File: src/sv/http_response_body_deframer_assert.svh
// assertion macros for the http response body deframer
// used by the top level only, no other dependencies
`ifndef HTTP_RESPONSE_BODY_DEFRAMER_ASSERT_SVH
`define HTTP_RESPONSE_BODY_DEFRAMER_ASSERT_SVH

// implication checked on every clock edge outside reset
`define HRBD_ASSERT_IMP(label, clk, rst, ante, cons) \
   label: assert property (@(posedge clk) disable iff (rst) (ante) |-> (cons)) \
      else $error("assertion failed");

// next-cycle implication checked outside reset
`define HRBD_ASSERT_NEXT(label, clk, rst, ante, cons) \
   label: assert property (@(posedge clk) disable iff (rst) (ante) |=> (cons)) \
      else $error("assertion failed");

`endif

File: src/sv/hrbd_pkg.sv
// shared types and constants for the http response body deframer
// no dependencies
package hrbd_pkg;

   localparam logic [1:0] ACT_START = 2'd0;
   localparam logic [1:0] ACT_BYTE  = 2'd1;
   localparam logic [1:0] ACT_DISC  = 2'd2;
   localparam logic [1:0] ACT_TICK  = 2'd3;

   localparam logic [2:0] PH_IDLE   = 3'd0;
   localparam logic [2:0] PH_HEADER = 3'd1;
   localparam logic [2:0] PH_LBODY  = 3'd2;
   localparam logic [2:0] PH_CSIZE  = 3'd3;
   localparam logic [2:0] PH_CDATA  = 3'd4;
   localparam logic [2:0] PH_CCRLF  = 3'd5;
   localparam logic [2:0] PH_DONE   = 3'd6;

   localparam logic [2:0] ERR_NONE   = 3'd0;
   localparam logic [2:0] ERR_SOCKET = 3'd1;
   localparam logic [2:0] ERR_CLIENT = 3'd2;
   localparam logic [2:0] ERR_SERVER = 3'd3;
   localparam logic [2:0] ERR_TIMEOUT = 3'd4;

   localparam logic [4:0] TE_LEN = 5'd17;
   localparam logic [4:0] CL_LEN = 5'd14;

   // byte classification done in the front part
   typedef struct packed {
      logic [1:0] action;
      logic [7:0] data_byte;
      logic       is_dec;
      logic [3:0] dig;      // decimal or hex digit value
      logic       is_hex;
      logic       is_cr;
      logic       is_lf;
      logic       is_sp;
      logic       is_colon;
   } item_type;

   // key character tables, indexed by column
   function automatic logic [7:0] te_char(input logic [4:0] i);
      unique case (i)
         5'd0: te_char = "T";  5'd1: te_char = "r";  5'd2: te_char = "a";
         5'd3: te_char = "n";  5'd4: te_char = "s";  5'd5: te_char = "f";
         5'd6: te_char = "e";  5'd7: te_char = "r";  5'd8: te_char = "-";
         5'd9: te_char = "E";  5'd10: te_char = "n"; 5'd11: te_char = "c";
         5'd12: te_char = "o"; 5'd13: te_char = "d"; 5'd14: te_char = "i";
         5'd15: te_char = "n"; 5'd16: te_char = "g";
         default: te_char = 8'h00;
      endcase
   endfunction

   function automatic logic [7:0] cl_char(input logic [4:0] i);
      unique case (i)
         5'd0: cl_char = "C";  5'd1: cl_char = "o";  5'd2: cl_char = "n";
         5'd3: cl_char = "t";  5'd4: cl_char = "e";  5'd5: cl_char = "n";
         5'd6: cl_char = "t";  5'd7: cl_char = "-";  5'd8: cl_char = "L";
         5'd9: cl_char = "e";  5'd10: cl_char = "n"; 5'd11: cl_char = "g";
         5'd12: cl_char = "t"; 5'd13: cl_char = "h";
         default: cl_char = 8'h00;
      endcase
   endfunction

   // "chunked" letters by scan state 2..7 (index s-1)
   function automatic logic [7:0] ch_char(input logic [3:0] s);
      unique case (s)
         4'd2: ch_char = "h"; 4'd3: ch_char = "u"; 4'd4: ch_char = "n";
         4'd5: ch_char = "k"; 4'd6: ch_char = "e"; 4'd7: ch_char = "d";
         default: ch_char = 8'h00;
      endcase
   endfunction

endpackage

File: src/sv/hrbd_front.sv
// front part: accepts input beats and classifies the byte
// depends on hrbd_pkg
module hrbd_front import hrbd_pkg::*; (
   input  logic       clock,
   input  logic       reset,
   input  logic       req_tvalid,
   output logic       req_tready,
   input  logic [1:0] req_tuser,
   input  logic [7:0] req_tdata,
   output logic       q_valid,
   input  logic       q_ready,
   output item_type   q_item
);
   logic     valid_ff, valid_in;
   item_type item_ff, item_in;
   logic [7:0] b;

   assign req_tready = !valid_ff || q_ready;
   assign b = req_tdata;

   always_comb begin
      item_in = item_ff;
      valid_in = valid_ff;
      if (req_tready) begin
         valid_in = req_tvalid;
         item_in.action = req_tuser;
         item_in.data_byte = b;
         item_in.is_dec = b >= "0" && b <= "9";
         item_in.is_cr = b == 8'h0d;
         item_in.is_lf = b == 8'h0a;
         item_in.is_sp = b == " ";
         item_in.is_colon = b == ":";
         item_in.is_hex = 1'b1;
         if (b >= "0" && b <= "9") item_in.dig = 4'(b - "0");
         else if (b >= "a" && b <= "f") item_in.dig = 4'(b - "a" + 8'd10);
         else if (b >= "A" && b <= "F") item_in.dig = 4'(b - "A" + 8'd10);
         else begin
            item_in.dig = 4'd0;
            item_in.is_hex = 1'b0;
         end
      end
   end

   always_ff @(posedge clock) begin
      if (reset) valid_ff <= 1'b0;
      else valid_ff <= valid_in;
      item_ff <= item_in;
   end

   assign q_valid = valid_ff;
   assign q_item = item_ff;
endmodule

File: src/sv/hrbd_queue.sv
// two-entry queue between front and back parts
// depends on hrbd_pkg
module hrbd_queue import hrbd_pkg::*; (
   input  logic     clock,
   input  logic     reset,
   input  logic     in_valid,
   output logic     in_ready,
   input  item_type in_item,
   output logic     out_valid,
   input  logic     out_ready,
   output item_type out_item
);
   item_type mem_ff [2];
   logic       wp_ff, rp_ff;
   logic [1:0] cnt_ff;
   logic       push, pop;

   assign in_ready = cnt_ff != 2'd2;
   assign out_valid = cnt_ff != 2'd0;
   assign push = in_valid && in_ready;
   assign pop = out_valid && out_ready;
   assign out_item = mem_ff[rp_ff];

   always_ff @(posedge clock) begin
      if (reset) begin
         wp_ff <= 1'b0;
         rp_ff <= 1'b0;
         cnt_ff <= 2'd0;
      end else begin
         if (push) wp_ff <= !wp_ff;
         if (pop) rp_ff <= !rp_ff;
         cnt_ff <= cnt_ff + {1'b0, push} - {1'b0, pop};
      end
      if (push) mem_ff[wp_ff] <= in_item;
   end
endmodule

File: src/sv/hrbd_back.sv
// back part: header parser, body framer, timeout, and output register
// depends on hrbd_pkg
module hrbd_back import hrbd_pkg::*; #(
   parameter int LENGTH_WIDTH = 32,
   parameter int TICK_WIDTH = 32
) (
   input  logic        clock,
   input  logic        reset,
   input  logic [31:0] timeout_ticks,
   input  logic        q_valid,
   output logic        q_ready,
   input  item_type    q_item,
   output logic        rsp_tvalid,
   input  logic        rsp_tready,
   output logic [63:0] rsp_tdata
);
   localparam logic [LENGTH_WIDTH-1:0] LEN_MAX = '1;
   localparam logic [TICK_WIDTH-1:0] TICK_MAX = '1;
   localparam int PW = LENGTH_WIDTH + 4;

   logic [2:0]  phase_ff, phase_in;
   logic [2:0]  err_ff, err_in;
   logic [9:0]  status_ff, status_in;
   logic        chunked_ff, chunked_in;
   logic [LENGTH_WIDTH-1:0] dlen_ff, dlen_in, left_ff, left_in, num_ff, num_in;
   logic [1:0]  term_ff, term_in, tok_ff, tok_in, keys_ff, keys_in;
   logic [4:0]  col_ff, col_in;
   logic [3:0]  scan_ff, scan_in;
   logic [TICK_WIDTH-1:0] tick_ff, tick_in;
   logic        ovalid_ff, ovalid_in;
   logic [63:0] odata_ff, odata_in;

   logic        take, active, valid, hdr_end, lf;
   logic [7:0]  b, body;
   logic [PW-1:0] dec_acc, hex_acc;
   logic [13:0] st_acc;
   logic [1:0]  f;
   logic [2:0]  st_err;
   logic [63:0] tick_w;

   assign q_ready = !ovalid_ff || rsp_tready;
   assign take = q_valid && q_ready;
   assign b = q_item.data_byte;
   assign lf = q_item.is_lf;
   assign active = phase_ff >= PH_HEADER && phase_ff <= PH_CCRLF;
   // saturating accumulators, wide by four bits for overflow detection
   assign dec_acc = {4'd0, num_ff} * PW'(10) + PW'(q_item.dig);
   assign hex_acc = {num_ff, q_item.dig};
   assign st_acc = 14'(status_ff) * 14'd10 + 14'(q_item.dig);
   assign tick_w = 64'(tick_ff) + 64'(tick_ff != TICK_MAX);

   always_comb begin
      phase_in = phase_ff; err_in = err_ff; status_in = status_ff;
      chunked_in = chunked_ff; dlen_in = dlen_ff; left_in = left_ff;
      num_in = num_ff; term_in = term_ff; tok_in = tok_ff; keys_in = keys_ff;
      col_in = col_ff; scan_in = scan_ff; tick_in = tick_ff;
      valid = 1'b0; body = 8'd0; hdr_end = 1'b0; f = 2'd0; st_err = ERR_NONE;
      unique case (q_item.action)
         ACT_START: begin
            phase_in = PH_HEADER; err_in = ERR_NONE; status_in = '0;
            chunked_in = 1'b0; dlen_in = '0; left_in = '0; num_in = '0;
            term_in = '0; tok_in = '0; keys_in = 2'b11; col_in = '0;
            scan_in = '0; tick_in = '0;
         end
         ACT_DISC: if (active && err_ff == ERR_NONE) err_in = ERR_SOCKET;
         ACT_TICK: if (active && err_ff == ERR_NONE) begin
            tick_in = tick_w[TICK_WIDTH-1:0];
            if (64'(tick_in) >= 64'(timeout_ticks)) err_in = ERR_TIMEOUT;
         end
         default: if (err_ff == ERR_NONE) begin
            unique case (phase_ff)
               PH_HEADER: begin
                  // terminator tracking
                  if (q_item.is_cr) term_in = (term_ff == 2'd2) ? 2'd3 : 2'd1;
                  else if (lf) begin
                     hdr_end = term_ff == 2'd3;
                     term_in = (term_ff == 2'd1) ? 2'd2 : 2'd0;
                  end else term_in = 2'd0;
                  // status token of the first line
                  if (tok_ff != 2'd3) begin
                     if (lf) tok_in = 2'd3;
                     else if (tok_ff == 2'd0) begin
                        if (q_item.is_sp) tok_in = 2'd1;
                     end else if (tok_ff == 2'd1) begin
                        if (q_item.is_dec)
                           status_in = (st_acc > 14'd999) ? 10'd999 : st_acc[9:0];
                        else tok_in = 2'd2;
                     end
                  end
                  // key and value matching
                  if (lf) begin
                     if (keys_ff[0] && scan_ff == 4'd8) chunked_in = 1'b1;
                     if (keys_ff[1] && (scan_ff == 4'd1 || scan_ff == 4'd9 ||
                                        scan_ff == 4'd10))
                        dlen_in = num_ff;
                     col_in = '0; keys_in = 2'b11; scan_in = '0; num_in = '0;
                  end else if (scan_ff == 4'd0) begin
                     if (q_item.is_colon) begin
                        f[0] = keys_ff[0] && col_ff == TE_LEN;
                        f[1] = keys_ff[1] && col_ff == CL_LEN;
                        keys_in = f;
                        scan_in = (f != 2'd0) ? 4'd1 : 4'd15;
                     end else begin
                        if (col_ff >= TE_LEN || te_char(col_ff) != b) keys_in[0] = 1'b0;
                        if (col_ff >= CL_LEN || cl_char(col_ff) != b) keys_in[1] = 1'b0;
                        if (col_ff < 5'd31) col_in = col_ff + 5'd1;
                     end
                  end else if (scan_ff != 4'd15) begin
                     if (keys_ff[0]) begin
                        if (scan_ff == 4'd1)
                           scan_in = q_item.is_sp ? 4'd1 : (b == "c" ? 4'd2 : 4'd15);
                        else if (scan_ff >= 4'd2 && scan_ff <= 4'd7)
                           scan_in = (b == ch_char(scan_ff)) ? scan_ff + 4'd1 : 4'd15;
                        else if (scan_ff == 4'd8)
                           scan_in = (q_item.is_sp || q_item.is_cr) ? 4'd8 : 4'd15;
                        else scan_in = 4'd15;
                     end else if (keys_ff[1]) begin
                        if (scan_ff == 4'd1) begin
                           if (q_item.is_dec) begin
                              num_in = LENGTH_WIDTH'(q_item.dig); scan_in = 4'd9;
                           end else if (!q_item.is_sp) scan_in = 4'd10;
                        end else if (scan_ff == 4'd9) begin
                           if (q_item.is_dec)
                              num_in = (dec_acc[PW-1 -: 4] != 4'd0) ? LEN_MAX
                                       : dec_acc[LENGTH_WIDTH-1:0];
                           else scan_in = 4'd10;
                        end
                     end else scan_in = 4'd15;
                  end
                  if (hdr_end) begin
                     if (status_in >= 10'd400 && status_in < 10'd500) st_err = ERR_CLIENT;
                     else if (status_in >= 10'd500 && status_in < 10'd600)
                        st_err = ERR_SERVER;
                     err_in = st_err;
                     scan_in = '0; num_in = '0;
                     if (chunked_in) phase_in = PH_CSIZE;
                     else if (dlen_in != '0) begin
                        left_in = dlen_in; phase_in = PH_LBODY;
                     end else phase_in = PH_DONE;
                  end
               end
               PH_LBODY, PH_CDATA: begin
                  valid = 1'b1; body = b;
                  left_in = left_ff - 1'b1;
                  if (left_in == '0) begin
                     if (phase_ff == PH_LBODY) phase_in = PH_DONE;
                     else begin
                        phase_in = PH_CCRLF; term_in = '0;
                     end
                  end
               end
               PH_CSIZE: begin
                  if (lf) begin
                     if (num_ff == '0) phase_in = PH_DONE;
                     else begin
                        left_in = num_ff; phase_in = PH_CDATA;
                     end
                     num_in = '0; scan_in = '0;
                  end else if (scan_ff == 4'd0) begin
                     if (q_item.is_hex)
                        num_in = (hex_acc[PW-1 -: 4] != 4'd0) ? LEN_MAX
                                 : hex_acc[LENGTH_WIDTH-1:0];
                     else scan_in = 4'd1;
                  end
               end
               PH_CCRLF: begin
                  if (term_ff == 2'd1) begin
                     phase_in = PH_CSIZE; term_in = '0; num_in = '0; scan_in = '0;
                  end else term_in = 2'd1;
               end
               default: ;
            endcase
         end
      endcase
      ovalid_in = ovalid_ff && !rsp_tready;
      odata_in = odata_ff;
      if (take) begin
         ovalid_in = 1'b1;
         odata_in = {5'd0, 32'(dlen_in), chunked_in,
                     phase_in == PH_DONE && err_in == ERR_NONE,
                     status_in, err_in, phase_in, body, valid};
      end
   end

   always_ff @(posedge clock) begin
      if (reset) begin
         phase_ff <= PH_IDLE; err_ff <= ERR_NONE; status_ff <= '0;
         chunked_ff <= 1'b0; dlen_ff <= '0; left_ff <= '0; num_ff <= '0;
         term_ff <= '0; tok_ff <= '0; keys_ff <= 2'b11; col_ff <= '0;
         scan_ff <= '0; tick_ff <= '0; ovalid_ff <= 1'b0;
      end else begin
         ovalid_ff <= ovalid_in;
         if (take) begin
            phase_ff <= phase_in; err_ff <= err_in; status_ff <= status_in;
            chunked_ff <= chunked_in; dlen_ff <= dlen_in; left_ff <= left_in;
            num_ff <= num_in; term_ff <= term_in; tok_ff <= tok_in;
            keys_ff <= keys_in; col_ff <= col_in; scan_ff <= scan_in;
            tick_ff <= tick_in;
         end
      end
      odata_ff <= odata_in;
   end

   assign rsp_tvalid = ovalid_ff;
   assign rsp_tdata = odata_ff;
endmodule

File: src/sv/http_response_body_deframer.sv
// top level of the http response body deframer
// depends on hrbd_pkg, hrbd_front, hrbd_queue, hrbd_back and the assert header
//
// takes an http/1.1 response as a stream of beats (start, byte, disconnect,
// tick) and returns one result beat per input beat: the body byte when there
// is one plus phase, error, status code, chunked flag and content length.
// the header is parsed to the first crlfcrlf, the body is framed by content
// length or by hex chunk sizes. one beat per cycle is sustained while
// rsp_tready stays high; a request beat goes through the front register, a
// queue entry and the back state update into the output register. the
// timeout register is written through csr_wen/csr_wdata; the user must
// write it only while the block is idle, which the block does not enforce.
`include "http_response_body_deframer_assert.svh"
module http_response_body_deframer import hrbd_pkg::*; #(
   parameter int LENGTH_WIDTH = 32,
   parameter int TICK_WIDTH = 32
) (
   input  logic        clock,
   input  logic        reset,
   input  logic        req_tvalid,
   output logic        req_tready,
   input  logic [7:0]  req_tdata,   // data_byte
   input  logic [1:0]  req_tuser,   // action
   output logic        rsp_tvalid,
   input  logic        rsp_tready,
   // body_valid, body_byte, phase_now, error_code, status_code, done_res,
   // chunked_mode, length_seen, zero fill
   output logic [63:0] rsp_tdata,
   input  logic        csr_wen,
   input  logic [31:0] csr_wdata
);
   logic [31:0] timeout_ff;
   logic        f_valid, f_ready, b_valid, b_ready;
   item_type    f_item, b_item;
   logic [2:0]  rsp_ph, rsp_err;
   logic        rsp_body_ph;

   // timeout register
   always_ff @(posedge clock) begin
      if (reset) timeout_ff <= 32'd250;
      else if (csr_wen) timeout_ff <= csr_wdata;
   end

   hrbd_front u_front (
      .clock, .reset, .req_tvalid, .req_tready, .req_tuser, .req_tdata,
      .q_valid(f_valid), .q_ready(f_ready), .q_item(f_item)
   );

   hrbd_queue u_queue (
      .clock, .reset, .in_valid(f_valid), .in_ready(f_ready), .in_item(f_item),
      .out_valid(b_valid), .out_ready(b_ready), .out_item(b_item)
   );

   hrbd_back #(.LENGTH_WIDTH(LENGTH_WIDTH), .TICK_WIDTH(TICK_WIDTH)) u_back (
      .clock, .reset, .timeout_ticks(timeout_ff),
      .q_valid(b_valid), .q_ready(b_ready), .q_item(b_item),
      .rsp_tvalid, .rsp_tready, .rsp_tdata
   );

   // result fields seen by the checks below
   assign rsp_ph = rsp_tdata[11:9];
   assign rsp_err = rsp_tdata[14:12];
   assign rsp_body_ph = rsp_ph == PH_LBODY || rsp_ph == PH_CDATA || rsp_ph == PH_DONE ||
                        rsp_ph == PH_CCRLF;

   // a body byte only appears in a body phase with no error
   `HRBD_ASSERT_IMP(a_body_phase, clock, reset, rsp_tvalid && rsp_tdata[0], rsp_body_ph && rsp_err == ERR_NONE)
   // done flag agrees with phase and error
   `HRBD_ASSERT_IMP(a_done, clock, reset, rsp_tvalid && rsp_tdata[25], rsp_ph == PH_DONE && rsp_err == ERR_NONE)
   // a stalled result holds
   `HRBD_ASSERT_NEXT(a_hold, clock, reset, rsp_tvalid && !rsp_tready, rsp_tvalid && $stable(rsp_tdata))
endmodule
File: config.mk
export PLATFORM = sky130hd
export DESIGN_NAME = http_response_body_deframer
export DESIGN_NICKNAME = d
export VERILOG_FILES = /design/src/sv/hrbd_pkg.sv /design/src/sv/hrbd_front.sv /design/src/sv/hrbd_queue.sv /design/src/sv/hrbd_back.sv /design/src/sv/http_response_body_deframer.sv
export VERILOG_INCLUDE_DIRS = /design/src /design/src/sv
export SDC_FILE = /design/constraint.sdc
export NUM_CORES = 1
export LEC_CHECK = 0
export ABC_AREA = 1
export BUFFER_PORTS_ARGS = -buffer_cell sky130_fd_sc_hd__buf_2
export CAP_MARGIN = 20
export CORE_MARGIN = 2
export CORE_UTILIZATION = 45
export CTS_BUF_LIST = sky130_fd_sc_hd__clkbuf_8
export DETAILED_ROUTE_END_ITERATION = 6
export GPL_ROUTABILITY_DRIVEN = 0
export GPL_TIMING_DRIVEN = 0
export HOLD_SLACK_MARGIN = 0.12
export PLACE_DENSITY_LB_ADDON = 0.25
export RECOVER_POWER = 25
export SLEW_MARGIN = 15
export SYNTH_ARGS = -nofsm -noshare
export SYNTH_HDL_FRONTEND = slang
export SYNTH_HIERARCHICAL = 1
export SYNTH_SLANG_ARGS = --single-unit
export TNS_END_PERCENT = 10
File: constraint.sdc
create_clock -name clock -period 6.2 [get_ports clock]
set_clock_uncertainty 0.1 [all_clocks]
set_input_delay 1.24 -clock clock [delete_from_list [all_inputs] [get_ports clock]]
set_output_delay 1.24 -clock clock [all_outputs]
set_load 0.01 [all_outputs]
* Yosys cells after proc, flatten, opt, wreduce, memory -nomap -nowiden *
Memory sizes are Yosys's and may differ from the RTL's. A register that Yosys moved wholly into a read port is not among the register bits.
Index checks and enable logic that the tools add are counted.

storage, ports and cells
  register bits after elaboration = 277
  bits in latches = 0
  RAM bits = 40
  memory bits (read-only) = 336
  input port bits = 47
  output and inout port bits = 66
  logic and storage cells = 382
  memories kept = 3

memory list
  name             depth  bits a word  read ports  clocked after Yosys merged registers in  write ports  line              source
  (no name shown)  32     7            1           1                                        0            hrbd_pkg.sv:42    unique case (i)
  (no name shown)  16     7            1           1                                        0            hrbd_pkg.sv:54    unique case (i)
  u_queue.mem_ff   2      20           1           1                                        1            hrbd_queue.sv:13  item_type mem_ff [2];

cells by class
  add/sub/neg operators = 13
  $mul = 2
  divide/modulo/power cells = 0
  order comparisons = 19
  eq/ne operators = 63
  shifts and indexed selects = 0
  muxes and demuxes = 180
  bitwise gates (word level) = 3
  reductions and logical operators = 67

operator list
  operator               count
  $mux 32                31
  $pmux 32 s2            4
  $pmux 32 s3            2
  $mux 8                 22
  $mux 4                 29
  $mux 10                11
  $logic_not 32->1       2
  $mux 2                 23
  $mux 3                 15
  $pmux 7 s6             1
  $mux 5                 8
  $add 36x4->36          1
  $mul 32x3->35 const B  1
  $add 32x1->32          1
  $ge 32x32->1           1
  $ne 32x32->1 const B   1
  $reduce_bool 32->1     1
  $reduce_bool 4->1      8
  $sub 32x1->32 const B  1
  $mux 1                 22
  $ge 10x9->1 const B    2
  $pmux 10 s2            1
  $ne 6x5->1 const B     3
  $ne 9x9->1 const B     2
  other kinds (80)       154

* Logic depth before layout (Yosys ltp) *
Gate-level depths: netlist of the first run.

  depth after elaboration = 23
  mapped depth = 29
  mapped depth without buffers = 29

* Hierarchy *
Netlist of the first run, hierarchy kept.

by module, submodules not included
  module                       instances  cells an instance  area each (µm²)  sequential area each (µm²)
  hrbd_back                    1          2998               19422.4          5275.1
  hrbd_queue                   1          99                 1767.9           1301.2
  http_response_body_deframer  1          192                1283.7           640.6
  hrbd_front                   1          70                 877.1            620.6

* Worst setup path before layout of the first run *
Ideal clock, no wire load.

  kind = reg2reg
  start = reg u_back.tick_ff[20]
  end = reg u_back.odata_ff[25], in the netlist u_back/rsp_tdata[25], data pin
  setup time = 0.251 ns
  arrival = 3.893 ns
  required time = 5.849 ns
  path slack = 1.956 ns
  stages on the path, launching flop included = 29
  buffers on the path = 0
  clock period less this slack = 4.244 ns
  cell sequence = dfxtp_1 nand2_1 nor3_1 inv_1 nor4_1 nand2_1 ha_1 ha_1 nand2_1 nor2_1 nand2_1 nor2_2 nand2_1 nor3_2 nand3_1 or2_2 nor3_1 nor3b_1 xor2_1 inv_1 ha_1 nand4_1 or3_1 a21oi_1 o21ai_0 o21ai_0 nor2_1 nand3_1 nor2_1

on the way
  word-level cells in the longest chain between the ends = 8

ends and longest elaborated chain
  element                 line              source
  start, declared         hrbd_back.sv:29   logic [TICK_WIDTH-1:0] tick_ff, tick_in;
  start signal, assigned  hrbd_back.sv:198  tick_ff <= tick_in;
  $ne 32x32->1            hrbd_back.sv:50   assign tick_w = 64'(tick_ff) + 64'(tick_ff != TICK_MAX);
  $add 32x1->32 *         hrbd_back.sv:50
  $ge 32x32->1 *          hrbd_back.sv:68   if (64'(tick_in) >= 64'(timeout_ticks)) err_in = ERR_TIMEOUT;
  $mux 3 *                hrbd_back.sv:68
  $mux 3 *                hrbd_back.sv:66   ACT_TICK: if (active && err_ff == ERR_NONE) begin
  $pmux 3 s3 *            hrbd_back.sv:58   unique case (q_item.action)
  net u_back.err_in[2]    hrbd_back.sv:22   logic [2:0] err_ff, err_in;
  $logic_not 3->1 *       hrbd_back.sv:180  phase_in == PH_DONE && err_in == ERR_NONE,
  $logic_and 1x1->1 *     hrbd_back.sv:180
  end signal, assigned    hrbd_back.sv:201  odata_ff <= odata_in;
  end, declared           hrbd_back.sv:31   logic [63:0] odata_ff, odata_in;

Mark *: on every way through the listed nets, which the timed path passes. The rest lies on a longest branch.
A chain may end at the register's enable or synchronous reset.

* Worst setup path after layout of the first run *
Same ends and word-level chain as after synthesis.

==> results.cfg, run 1 <==
[worst_setup_path]
r2r-end = u_back/rsp_tdata[25]
reg2regPathDepth = 28
critPathRequiredTime_ps = 6530
crit_path_start = u_back/tick_ff[20]
slowest_stage = dfxtp_1
crit_path_start_kind = flop
cp.arrival_ps = 5410
crit_fanout = 4
slowest_delay_ps = 340
r2r_slack_ps = 1120
cp-end-kind = flop
regToRegStartpoint = u_back/tick_ff[20]
critical_path_class = reg -> reg
crit_top_cell = nand2_1

[cts]
cts_resized = 0
ctsLongestPathBuffers = 3
cts_buffers = 59
cts.sinks = 332
cts_setup_buffers = 0
path_clk_slew_ps = 60
worstSkewPairLatency_ps = 670
h-tree-depth = 2
cts_tree = yes
cts_hold_buf = 0
root_buffer = clkbuf_8

[min_path]
min-delay-start = u_front/q_item[12]
hold_end = u_queue/mem_ff[1][12]
hp-class = reg -> reg
hold_depth = 0

[sta]
fin_ws_ps = 1120
slew_violations = 0
setup_tns_ps = 0
clock.fmax_mhz = 197
finalCriticalPeriod_ps = 5080
max_slew_margin_pct = 31.7
fin_crit_sh_pct = 81.9
rsz0062_at_grt = false
hold_viol_final = 0
finalSetupViolCount = 0
tightest_slew_ps = 1020
holdWs_ps = 342

[logic_synthesis]
syn_area_per_cell_um2 = 6.95
synth_warnings = 6
netlist_area_um2 = 23400
synth-edff-count = 119
ys_ff_latch = 332
synthSimpleGateAreaFrac_pct = 28.8
netlist_instances = 3359
synth_ff_type = dfxtp_1
async_flop_share_pct = 0
synth_compound_area_share_pct = 14.9
yosysUniqueCellTypes = 60
synth_fa_ha_area_share_pct = 7.79
synth_top_family_by_area = simple AND/OR/NAND/NOR gates
synth_xor_xnor_area_share_pct = 3.29
synthMuxAreaShare_pct = 1.29
seq_area_frac_synth_pct = 33.6

[placed_design]
pre_cts_ws_ps = 1120
dp.final_hpwl_um = 53200
port_buffers = 106

[run_status]
violations = DRC
outcome = finished with violations

[final_layout]
final_nets = 3722
diodes = 0
drive_gt1_share_pct = 9.70
syn2layout_area_growth_pct = 11.9
final_util_pct = 50.9

[floorplanning]
die_w_um = 232
initial_core_util_pct = 45.5
dieArea_um2 = 53700
core_um2 = 51300
rows = 83
ios = 113
die_y_um = 232

[detailed_routing]
avgViaCountPerCell = 5.31
drt_iter0_markers = 1929
wl_per_cell_um = 16.3
drc_errors = 2
num_vias = 22600
firstDrtPassIters = 7
postRouteAntennaNets = 0
wirelength_um = 69300

[job]
maxCapViolations = 0

[global_route]
grt_usage_pct = 25.5
grt_pass1_vias = 21000
overflow = 0
grt_max_degree = 53
antenna_found_initial = 0
grt_pass1_wl_um = 110000

[pwr]
peakVddDrop_mv = 0.230
powerDensity_nw_per_um2 = 339
p_leak_nw = 12.1
[synthesized netlist by cell type, types with 8 or more instances]
master     number  area [um2]
a211oi_1       29         218
a21oi_1       251        1260
a31oi_1        43         269
buf_2          20         100
buf_6           8        90.1
clkbuf_1       83         312
dfxtp_1       213        4260
edfxtp_1      119        3570
ha_1          139        1740
inv_1         459        1720
inv_2          14        52.6
mux2_4         20         300
nand2_1       816        3060
nand2_2        21         131
nand3_1       174         871
nand3_2        24         240
nand4_1        52         325
nor2_1        351        1320
nor2_2         14        87.6
nor3_1         42         210
nor3_2          8        80.1
nor4_1         23         144
o2111ai_1       8        70.1
o211ai_1       39         293
o21ai_0       202        1010
o21ai_1         8        40.0
xnor2_1        22         193
xor2_1         62         543
[worst max-delay path, delay by kind of cell (launching register included)]
kind	cells	cell delay, ps
buffers and inverters	2	180
flip-flops	1	340
XOR/XNOR	1	180
AND/OR/NAND/NOR	19	2920
adder cells (fa/ha/maj)	3	630
AO/OA/AOI/OAI	3	480
[routing by layer]
| layer | share of wire (%) | track usage [%] | vias to the layer above |
|---|---|---|---|
| met1 | 44 | 34.1 | 10300 |
| met5 | 0 | 0 | - |
| met4 | 3.0 | 8.49 | 0 |
| met2 | 46 | 42.5 | 799 |
| li1 | - | - | 11400 |
| met3 | 7.0 | 3.27 | 120 |
[layout by cell type, fill, tap and decap left out, drive strengths merged, types with 43 or more instances in the layout]
| cell type | n |
|---|---|
| a31oi | 43 |
| edfxtp | 119 |
| nor2 | 372 |
| ha | 139 |
| nand4 | 53 |
| xor2 | 62 |
| nand3 | 199 |
| o21ai | 210 |
| clkbuf | 166 |
| nor3 | 50 |
| buf | 136 |
| nand2 | 838 |
| dfxtp | 213 |
| inv | 488 |
| a21oi | 256 |
[cells by family (layout without fill, tap and decap cells)]
kind of cell             Yosys count  in the layout
AND/OR/NAND/NOR                 1553           1553
multiplexers                      20             20
adder cells (fa/ha/maj)          143            143
XOR/XNOR                          86             86
flip-flops                       332            332
buffers and inverters            603            819
AO/OA/AOI/OAI                    621            621
other                              1              5
[report_power, final]
group | internal [mW] | switching, mW
clock network | 1.40 | 0.964
registers | 2.71 | 0.204
logic | 1.12 | 2.47
total | 5.23 | 3.64
[worst max path at each step]
| stage | slack [ps] | to |
|---|---|---|
| CTS | 1090 | u_back/rsp_tdata[25] |
| global placement | 680 | u_back/rsp_tdata[57] |
| detailed placement | 1120 | u_back/rsp_tdata[25] |
| floorplan | 1960 | u_back/rsp_tdata[25] |
| global route | 660 | u_back/rsp_tdata[25] |
| finish | 1120 | u_back/rsp_tdata[25] |
[flip-flops by register name, summed over array words and instances (netlist names), 3 cells and up, named ones only]
name and flops:
u_back/rsp_tdata 59, u_queue/mem_ff 40, timeout_ff 32, u_back/dlen_ff 32, u_back/left_ff 32, u_back/num_ff 32, u_back/tick_ff 32, u_front/q_item 20
u_back/status_ff 10, u_back/col_ff 5, u_back/scan_ff 4, u_back/err_ff 3, u_back/phase_ff 3
[final cells by class]
cell class / count / area, um2
Tap cell: 680 / 851
Buffer: 124 / 599
Timing Repair Buffer: 108 / 551
Multi-Input combinational cell: 2428 / 13100
Clock buffer: 70 / 963
Fill cell: 5236 / 25200
Inverter: 479 / 1800
Sequential cell: 332 / 7840
Clock inverter: 38 / 402
[metrics by stage]
step           cell area [um2]  total power [mW]  instances
2_1_floorplan            23400              5.36       3363
3_3_place_gp             24700              6.45       4149
3_5_place_dp             24800              6.45       4151
4_1_cts                  26200              8.85       4259
5_1_grt                  26100              9.42       4259
6_report                 26100              8.86       4259
Power figures use the tool's default switching activity.
==> run 2: changes to the inputs <==
==> constraint.sdc (replaced) <==
create_clock -name clock -period 4.8 [get_ports clock]
set_clock_uncertainty 0.1 [all_clocks]
set_input_delay 0.96 -clock clock [delete_from_list [all_inputs] [get_ports clock]]
set_output_delay 0.96 -clock clock [all_outputs]
set_load 0.01 [all_outputs]
==> run 2 against run 1 <==
The flow now finishes without violations. Critical path depth rose by 1. Count of clock-buffer cells in the layout did not move. Sequential share of layout area fell by 0.27 points. Core utilization rose by 0.62 points. Critical path type unchanged.
==> results.cfg, run 2 (same netlist as run 1, synthesis figures left out) <==
[sta]
fin_crit_sh_pct = 99.4
finalSetupViolCount = 0
rsz0062_at_grt = true
clock.fmax_mhz = 210
tightest_slew_ps = 1360
finalCriticalPeriod_ps = 4770
slew_violations = 0
holdWs_ps = 342
fin_ws_ps = 29.8
setup_tns_ps = 0
max_slew_margin_pct = 9.22
hold_viol_final = 0

[worst_setup_path]
worst-path-buf-inv = 1
cp.arrival_ps = 5100
slowest_stage = or3_4
cp_top_family = simple AND/OR/NAND/NOR gates
critPathRequiredTime_ps = 5130
critical_path_class = reg -> reg
slowest_delay_ps = 410
cp-end-kind = flop
crit_fanout = 3
crit_path_start_kind = flop

[global_route]
grt_pass1_vias = 21000
grt_max_degree = 53
grt_pass1_wl_um = 110000
antenna_found_initial = 0
grt_usage_pct = 25.5
overflow = 0

[cts]
cts_buffers = 59
root_buffer = clkbuf_8
path_clk_slew_ps = 60
cts_tree = yes
cts.sinks = 332
ctsLongestPathBuffers = 3
worstSkewPairLatency_ps = 670
h-tree-depth = 2

[min_path]
hp-class = reg -> reg

[placed_design]
port_buffers = 106
pre_cts_ws_ps = -279
dp.final_hpwl_um = 53200

[final_layout]
diodes = 0
syn2layout_area_growth_pct = 13.3
layout_commonest_cell = nand2_1
mostFrequentLayoutCells = nand2_1, inv_1, nor2_1, a21oi_1, dfxtp_1
largest_reg_flops = 59
drive_gt1_share_pct = 11.2
fillerInstances = 5199
final_nets = 3738

[detailed_routing]
wl_per_cell_um = 16.3
firstDrtPassIters = 6
postRouteAntennaNets = 0
num_vias = 22700
drc_errors = 0
wirelength_um = 69800
avgViaCountPerCell = 5.32
drt_iter0_markers = 2027

[floorplanning]
die_w_um = 232
initial_core_util_pct = 45.5
die_y_um = 232
ios = 113
rows = 83
dieArea_um2 = 53700
core_um2 = 51300

[job]
maxCapViolations = 0

[pwr]
p_leak_nw = 12.3
powerDensity_nw_per_um2 = 434
internal-power_mw = 6.76
power.total_mw = 11.5
swShare_pct = 41.1
peakVddDrop_mv = 0.292
switching_power_mw = 4.71
combPwrFrac_pct = 40.6
p_seq_share_pct = 32.8
p_clk_share_pct = 26.6

[run_status]
outcome = finished, final reports clean
## run 2: cell count changes in the layout (fill, tap and decap cells not counted), sizes merged
cell,delta
clkbuf,+4
buf,+12
## run 2: final cells by class
type	instances	area (um2)	area share, %
multi-input cells	2428	13300	50.4
flip-flops and latches	332	7860	29.7
inverters	479	1800	6.80
clock buffers	70	963	3.64
well taps	680	851	3.22
repair buffers	124	671	2.54
plain buffers	124	572	2.16
clock inverters	38	402	1.52
## run 2: worst paths after layout
path	startpoint	end	slack (ps)	depth (start not counted)
worst max-delay path	u_back/tick_ff[20]	u_back/rsp_tdata[25]	30	29
worst min-delay path	u_front/q_item[12]	u_queue/mem_ff[1][12]	340	0
worst max register to register	u_back/tick_ff[20]	u_back/rsp_tdata[25]	30	29
worst min register to register	u_front/q_item[12]	u_queue/mem_ff[1][12]	340	0
## run 2: power by group through the flow
stage / Combinational [mW] / Clock [mW] / Sequential (mW)
4_1_cts: 4.56 / 3.12 / 3.76
2_1_floorplan: 3.03 / 0 / 3.89
6_report: 4.66 / 3.05 / 3.76
3_5_place_dp: 4.52 / 0 / 3.81
5_1_grt: 5.14 / 3.24 / 3.81
3_3_place_gp: 4.49 / 0 / 3.84
## run 2: timing repair
action	4_1_cts	5_1_grt
resized for setup	10	54
pin swaps	1	23
endpoints found under the setup margin	3	23
hold buffers	0	0
buffers inserted	1	15
## run 2: through the flow
stage / instances / utilization, % / cell area (um2)
floorplan: 3363 / - / 23400
global placement: 4149 / 48.2 / 24700
detailed placement: 4151 / 48.3 / 24800
CTS: 4260 / 51.1 / 26200
global route: 4275 / 51.6 / 26500
finish: 4275 / 51.6 / 26500
## run 2: metal layers
layer / up-vias / track usage, % / wire length (um)
li1: 11500 / - / -
met1: 10300 / 34.0 / 30900
met2: 808 / 42.5 / 32000
met3: 127 / 3.27 / 4820
met4: 0 / 8.59 / 2090
met5: - / 0 / 0
